`src/rtl/core/xxh64_pkg.sv`:
```
`timescale 1ns / 1ps
`default_nettype none
// ----------------------------------------------------------------------------
// xxh64_pkg
// Shared constants, types and helpers for the xxHash64 stream core.
// ----------------------------------------------------------------------------
package xxh64_pkg;

  localparam logic [63:0] Prime1 = 64'd11400714785074694791;
  localparam logic [63:0] Prime2 = 64'd14029467366897019727;
  localparam logic [63:0] Prime3 = 64'd1609587929392839161;
  localparam logic [63:0] Prime4 = 64'd9650029242287828579;
  localparam logic [63:0] Prime5 = 64'd2870177450012600261;
  localparam int unsigned FifoDepthDefault = 2;

  typedef struct packed {
    logic [63:0] word;
    logic [3:0]  cnt;
    logic        fin;
  } xxh64_item_t;

  function automatic logic [63:0] rotl64(input logic [63:0] x, input int unsigned r);
    rotl64 = (x << r) | (x >> (64 - r));
  endfunction

endpackage
`default_nettype wire

```
`src/rtl/core/xxh64_front.sv`:
```
`timescale 1ns / 1ps
`default_nettype none
// ----------------------------------------------------------------------------
// xxh64_front
// Input stage and item queue: takes items and holds them for the back end.
// ----------------------------------------------------------------------------
module xxh64_front #(
  parameter int unsigned Depth = 2
) (
  input  wire logic                     clk_i,
  input  wire logic                     rst_ni,
  input  wire logic                     push_i,
  input  wire xxh64_pkg::xxh64_item_t   item_i,
  output logic                          full_o,
  output logic                          avail_o,
  output xxh64_pkg::xxh64_item_t        item_o,
  input  wire logic                     take_i
);
  import xxh64_pkg::*;

  localparam int unsigned AW = (Depth > 1) ? $clog2(Depth) : 1;

  xxh64_item_t mem_q [Depth];
  logic [AW-1:0] wr_q, wr_d, rd_q, rd_d;
  logic [AW:0]   cnt_q, cnt_d;
  logic          do_push, do_pop;
  xxh64_item_t   in_c;

  always_comb begin
    in_c = item_i;
    if (!item_i.fin) begin
      in_c.cnt = 4'd8;
    end else if (item_i.cnt > 4'd8) begin
      in_c.cnt = 4'd8;
    end
  end

  assign full_o  = (cnt_q == (AW+1)'(Depth));
  assign avail_o = (cnt_q != '0);
  assign item_o  = mem_q[rd_q];
  assign do_push = push_i && !full_o;
  assign do_pop  = take_i && avail_o;

  always_comb begin
    wr_d = wr_q;
    rd_d = rd_q;
    if (do_push) begin
      wr_d = (wr_q == AW'(Depth - 1)) ? '0 : wr_q + 1'b1;
    end
    if (do_pop) begin
      rd_d = (rd_q == AW'(Depth - 1)) ? '0 : rd_q + 1'b1;
    end
    cnt_d = cnt_q + (AW+1)'(do_push) - (AW+1)'(do_pop);
  end

  always_ff @(posedge clk_i) begin
    if (do_push) begin
      mem_q[wr_q] <= in_c;
    end
  end

  always_ff @(posedge clk_i or negedge rst_ni) begin
    if (!rst_ni) begin
      wr_q  <= '0;
      rd_q  <= '0;
      cnt_q <= '0;
    end else begin
      wr_q  <= wr_d;
      rd_q  <= rd_d;
      cnt_q <= cnt_d;
    end
  end

endmodule
`default_nettype wire

```
`config.mk`:
```
export PLATFORM = sky130hd
export DESIGN_NAME = xxh64_front
export DESIGN_NICKNAME = d
export VERILOG_FILES = /design/src/rtl/core/xxh64_pkg.sv /design/src/rtl/core/xxh64_front.sv
export SDC_FILE = /design/constraint.sdc
export NUM_CORES = 1
export LEC_CHECK = 0
export ABC_AREA = 0
export BUFFER_PORTS_ARGS = -buffer_cell sky130_fd_sc_hd__clkbuf_2
export CAP_MARGIN = 40
export CORE_MARGIN = 1
export CORE_UTILIZATION = 38
export DETAILED_ROUTE_END_ITERATION = 7
export PLACE_DENSITY = 0.63
export RECOVER_POWER = 25
export REMOVE_ABC_BUFFERS = 1
export SETUP_SLACK_MARGIN = 0.2
export SLEW_MARGIN = 20
export SYNTH_ARGS = -nofsm -noshare
export SYNTH_HDL_FRONTEND = slang
export SYNTH_SLANG_ARGS = --single-unit
export TNS_END_PERCENT = 10
```
`constraint.sdc`:
```
create_clock -name clk_i -period 11 [get_ports clk_i]
set_input_delay 2.2 -clock clk_i [delete_from_list [all_inputs] [get_ports clk_i]]
set_output_delay 2.2 -clock clk_i [all_outputs]
set_load 0.05 [all_outputs]
```
==> metrics.csv, run 1 <==
metric,value,unit
# fillers,1200,
FF-to-FF End,mem_q[0][5],
DRT iter0 DRCs,178,
drt pass-1 iters,4,
RR Startpoint,cnt_q[1],
crit end category,output port,
Via density,4.48,
cts bufs inserted,17,
max-cap viol count,0,
sequential fraction of the synthesis area,76.3,%
layout cells sized above 1,50.9,%
Initial Util,39.5,%
PwrDens,337,mW/mm2
die width,123,um
global routing's busiest layer,met2,
Syn Std Cell Area,0.00556,mm2
FF-to-FF setup slack,9.12,ns
Post-CTS Repair Setup Buffers,0,
Nets,471,
outcome,"finished, final reports clean",
part of the cycle the worst path needs,43.6,%
Final Hold Viols,0,
Buffers on Ports,143,
TNS Setup,0,ns
Worst VDD drop,0.186,mV
TritonCTS clock tree,yes,
fin. max-slew vios,0,
crit path time final,4.79,ns
critical path peak fanout,36,
y dimension of the die,123,um
Syn Inst Count,238,
"commonest non-fill, non-tap cell in the layout",edfxtp_1,
post-CTS sizing,0,
Vias,2642,
met1 usage,14.1,%
GRT Total Usage,12.8,%
cts hold-fix bufs,0,
CP arrival,2.59,ns
WL/cell,15.5,um
area grow syn2layout,26.8,%
grt ovf,0,
fraction of synthesis flops using an asynchronous set or reset pin,2.82,%
Startpoint Class,register,
hold crit path type,reg -> reg,
FMAX,0.209,GHz
Post-synth EDFFs,138,
Worst Reg-to-Reg Cells,4,
vias in the first global route,2704,
ys flop type,edfxtp_1,
full die area,0.0151,mm2
Max clock buf depth,2,
H-Tree Level Count,4,
slew margin rel.,55.2,%
Remaining DRCs,0,
syn_area_per_cell,23.4,um2
unique cell type count in the Yosys netlist,17,
fin worst setup slack,6.21,ns
global-route wire length before repair,13500,um
#FFs+latches synth,142,
Setup CP Type,reg -> out,
Ys Warns,0,
hold path startpoint,cnt_q[1],
initial antenna violation count,1,
met3 Usage GRT,6.23,%
Setup crit start,rd_q,
RSZ-0062 raised after global routing,false,
clk slew on worst S/H paths,0.05,ns
Critical Path RT,8.80,ns
Setup-failing EPs final,0,
Root Driver,clkbuf_16,
core footprint,0.0141,mm2
num rows,43,
Final Non-Filler Cells,590,
DP Wirelength,6010,um
"commonest cells after routing, fill and taps aside","138 x edfxtp_1, 104 x clkbuf_2, 69 x mux2_4, 41 x clkbuf_1, 17 x clkbuf_16",
"Clk Latency, worst-skew pair",0.42,ns
Worst Setup EP,item_o[5],
Worst Clk Skew,0.00662,ns
pre-CTS WS,6.62,ns
met2 usage,20.4,%
"antenna viol nets, final",0,
largest net degree at the start of global routing,38,
LEAKAGE,2.79,nW
Worst Tran Pin Value,0.672,ns
Routed WL,9150,um
GP Congestion,0.684,
clk sinks,142,
io pins,144,
Cells after DPL,557,
[flip-flops by register name, summed over array words and instances (netlist names)]
name / flops
mem_q: 138
cnt_q: 2
rd_q: 1
wr_q: 1
[synthesized netlist by cell type (2+ instances only)]
library cell  instances  area (um2)
edfxtp_1            138        4140
mux2_4               69        1040
buf_12                7         140
dfrtp_1               4         100
and2_1                3        18.8
inv_1                 3        11.3
xnor2_1               3        26.3
ha_1                  2        25.0
[cell families after synthesis]
logic type / synth area share [%]
XOR/XNOR: 0.630
adder cells (fa/ha/maj): 0.450
buffers and inverters: 2.92
flip-flops: 76.3
multiplexers: 18.6
AND/OR/NAND/NOR: 1.08
[final cells by class]
| class | instances | area [um2] | area share, % |
|---|---|---|---|
| Tap cell | 180 | 225 | 3.19 |
| Sequential cell | 142 | 4250 | 60.2 |
| Antenna cell | 1 | 2.50 | 0.0355 |
| Timing Repair Buffer | 147 | 722 | 10.2 |
| Clock inverter | 13 | 243 | 3.44 |
| Clock buffer | 19 | 433 | 6.14 |
| Inverter | 3 | 11.3 | 0.160 |
| Multi-Input combinational cell | 85 | 1170 | 16.6 |
[per-stage QoR]
stage	cell area, um2	util (%)	total power [mW]	hold WS, ns
floorplan	5410	-	1.60	0.460
global placement	6380	45.3	1.74	0.489
detailed placement	6420	45.6	1.76	0.490
CTS	7100	50.4	2.41	0.501
global route	7050	50.0	2.48	0.545
finish	7050	50.0	2.38	0.496
[routing by layer]
metal / vias to the layer above / share of wire [%]
met3: 14 / 8.8
met5: - / 0
met4: 0 / 2.1
li1: 1251 / -
met1: 1267 / 41
met2: 110 / 48
[power by group]
group | total [mW] | switching, mW | leakage [nW] | internal, mW
Sequential | 0.807 | 0.0660 | 1.33 | 0.741
Clock | 0.649 | 0.204 | 0.324 | 0.445
Combinational | 0.921 | 0.620 | 1.14 | 0.302
[worst max-delay path, stage by stage (launching register included)]
cell and delay [ns]:
dfrtp_4 0.86, buf_4 0.66, mux2_4 0.36, clkbuf_2 0.24
[worst min-delay path by stage]
stage	end	cells past startpoint
2_1_floorplan	cnt_q[1]	1
3_3_place_gp	cnt_q[1]	1
3_5_place_dp	cnt_q[1]	1
4_1_cts	cnt_q[1]	1
5_1_grt	cnt_q[0]	1
6_report	cnt_q[1]	1
Power figures use the tool's default switching activity.
==> inputs of run 2 (changes only) <==
--- a/config.mk
+++ b/config.mk
@@ -5,7 +5,7 @@
 export SDC_FILE = /design/constraint.sdc
 export NUM_CORES = 1
 export LEC_CHECK = 0
-export ABC_AREA = 0
+export ABC_AREA = 1
 export BUFFER_PORTS_ARGS = -buffer_cell sky130_fd_sc_hd__clkbuf_2
 export CAP_MARGIN = 40
 export CORE_MARGIN = 1
==> constraint.sdc (replaced) <==
create_clock -name clk_i -period 4.8 [get_ports clk_i]
set_input_delay 0.96 -clock clk_i [delete_from_list [all_inputs] [get_ports clk_i]]
set_output_delay 0.96 -clock clk_i [all_outputs]
set_load 0.05 [all_outputs]
==> metrics.csv, run 2 <==
metric,value,unit,change
outcome,"finished, final reports clean",,
"commonest cells after routing, fill and taps aside","221 x nand2_1, 138 x edfxtp_1, 116 x clkbuf_2, 29 x clkbuf_1, 17 x clkbuf_16",,
Initial Util,39.4,%,about the same
TNS Setup,0,ns,unchanged
initial antenna violation count,0,,-1
Startpoint Class,register,,
slowest cell delay on critical path,0.65,ns,-0.21 ns
Syn Inst Count,401,,+68%
ys flop type,edfxtp_1,,
Synth top area share,78.4,%,+3.9 points
RSZ-0062 raised after global routing,false,,
Nets,628,,+33%
cell mode on critical path,nand2_1,,
unique cell type count in the Yosys netlist,11,,-6
vias in the first global route,3246,,+20%
Worst Tran Pin Value,0.754,ns,+0.0821 ns
Syn Std Cell Area,0.00529,mm2,-5.0%
fin worst setup slack,1.64,ns,-4.56 ns
Root Driver,clkbuf_16,,
global-route wire length before repair,15800,um,+16%
WL/cell,13.7,um,-12%
Setup-failing EPs final,0,,unchanged
crit end category,output port,,
Post-CTS Repair Setup Buffers,0,,unchanged
Top Registers,"mem_q (138), cnt_q (2)",,
RR Startpoint,cnt_q[1],,
Finished Cell Area,0.00678,mm2,-3.9%
"commonest non-fill, non-tap cell in the layout",nand2_1,,
hold crit path type,in -> async,,
Post-synth EDFFs,138,,unchanged
Setup CP Type,reg -> out,,
FMAX,0.317,GHz,
FF-to-FF setup slack,3.15,ns,-5.97 ns
die width,120,um,-2.5%
core footprint,0.0134,mm2,-4.9%
critical path peak fanout,70,,+94%
most frequent cell after synthesis,nand2_1,,
Ys Warns,0,,unchanged
sequential fraction of the synthesis area,80.3,%,+4.0 points
"antenna viol nets, final",0,,unchanged
syn_area_per_cell,13.2,um2,-44%
area grow syn2layout,28.2,%,
Largest register FFs,138,,unchanged
Max clock buf depth,2,,unchanged
top post-synthesis cells by count,"221 x nand2_1, 138 x edfxtp_1, 13 x inv_1, 7 x buf_2, 6 x buf_4",,
y dimension of the die,120,um,-2.5%
pre-CTS WS,2.02,ns,-4.60 ns
layout cells sized above 1,26.7,%,-24 points
largest net degree at the start of global routing,71,,+87%
full die area,0.0144,mm2,-4.9%
cts bufs inserted,17,,unchanged
io pins,144,,unchanged
#FFs+latches synth,142,,unchanged
crit-path cells,inv_4 > nand2_1 > nand2_1 > clkbuf_2,,
num rows,42,,-2.3%
fin. max-slew vios,0,,unchanged
crit path time final,3.16,ns,
Critical path buffers and inverters,2,,unchanged
slew margin rel.,49.7,%,-5.5 points
post-CTS sizing,0,,unchanged
GP Congestion,0.710,,+3.7%
Worst Setup EP,item_o[57],,
Worst Clk Skew,0.00721,ns,+0.000585 ns
Placed Area,0.00618,mm2,-3.7%
Critical Path RT,3.84,ns,-4.96 ns
DRT iter0 DRCs,145,,-19%
GRT Total Usage,15.0,%,+2.2 points
Final Hold Viols,0,,unchanged
max-cap viol count,0,,unchanged
"Clk Latency, worst-skew pair",0.42,ns,about the same
Levels on crit path,4,,+1
largest cells by area after synthesis,"edfxtp_1 78%, nand2_1 16%, dfrtp_1 1.9%, inv_1 0.92%, buf_4 0.85%",,
cts hold-fix bufs,0,,unchanged
Routed WL,10200,um,+11%
Top reg by flops,mem_q,,
H-Tree Level Count,4,,unchanged
fraction of synthesis flops using an asynchronous set or reset pin,2.82,%,unchanged
Via density,4.41,,-1.6%
DP Wirelength,6380,um,+6.1%
clk slew on worst S/H paths,0.06,ns,about the same
clk sinks,142,,unchanged
ant diodes,0,,-1
cell type with the largest total area after synthesis,edfxtp_1,,
grt ovf,0,,unchanged
FF-to-FF End,mem_q[1][31],,
TritonCTS clock tree,yes,,
CP arrival,2.20,ns,-0.39 ns
Worst Reg-to-Reg Cells,5,,+1
"CP delay by family, top",buffers and inverters,,
CP max stage cell,inv_4,,
Remaining DRCs,0,,unchanged
Vias,3271,,+24%
part of the cycle the worst path needs,65.7,%,
Setup crit start,rd_q,,
drt pass-1 iters,4,,unchanged
Buffers on Ports,143,,unchanged
[run 2: worst min-delay path by stage]
stage                     startpoint   end  slack (ns)
after CTS                     rst_ni  wr_q        0.34
final                         rst_ni  wr_q        0.38
after global routing          rst_ni  wr_q        0.38
after floorplan                 wr_q  wr_q        0.44
after detailed placement        wr_q  wr_q        0.48
after global placement          wr_q  wr_q        0.46
[run 2: area by class of cell]
| class | count | area [um2] |
|---|---|---|
| clock buffer | 19 | 433 |
| clock inverter | 13 | 171 |
| fill | 1176 | 6630 |
| inverter | 14 | 56.3 |
| multi-input combinational | 230 | 892 |
| sequential | 142 | 4250 |
| tap | 176 | 220 |
| timing repair buffer | 148 | 757 |
[run 2: worst reg2reg max path, cell delays in order (launching register included)]
cell     delay [ns]
dfrtp_1        0.39
nand2_1        0.12
nand2_1        0.14
nor2_4         0.17
buf_12         0.20
buf_12         0.29
[run 2: cell families after synthesis]
logic type	Yosys count	share of synthesized area (%)
flops	142	80.3
simple gates	228	16.3
buf+inv	29	2.98
fa+ha+maj	2	0.473
[run 2: per-stage QoR]
stage / hold slack (ns) / cells / utilization [%]
3_5_place_dp: 0.483 / 709 / 46.2
6_report: 0.384 / 742 / 50.6
3_3_place_gp: 0.458 / 708 / 46.0
5_1_grt: 0.376 / 742 / 50.6
4_1_cts: 0.337 / 741 / 50.7
2_1_floorplan: 0.442 / 386 / -
[run 2: per-layer routing]
metal | vias up | share of wire, % | GRT usage, %
li1 | 1643 | - | -
met2 | 96 | 50 | 24.9
met4 | 0 | 1.3 | 5.78
met3 | 13 | 6.5 | 6.27
met5 | - | 0 | 0
met1 | 1519 | 42 | 17.0
Power of run 2 is left out: the tool's default activity adds up to more than one toggle a clock period on the data nets, which glitch-free logic cannot reach.
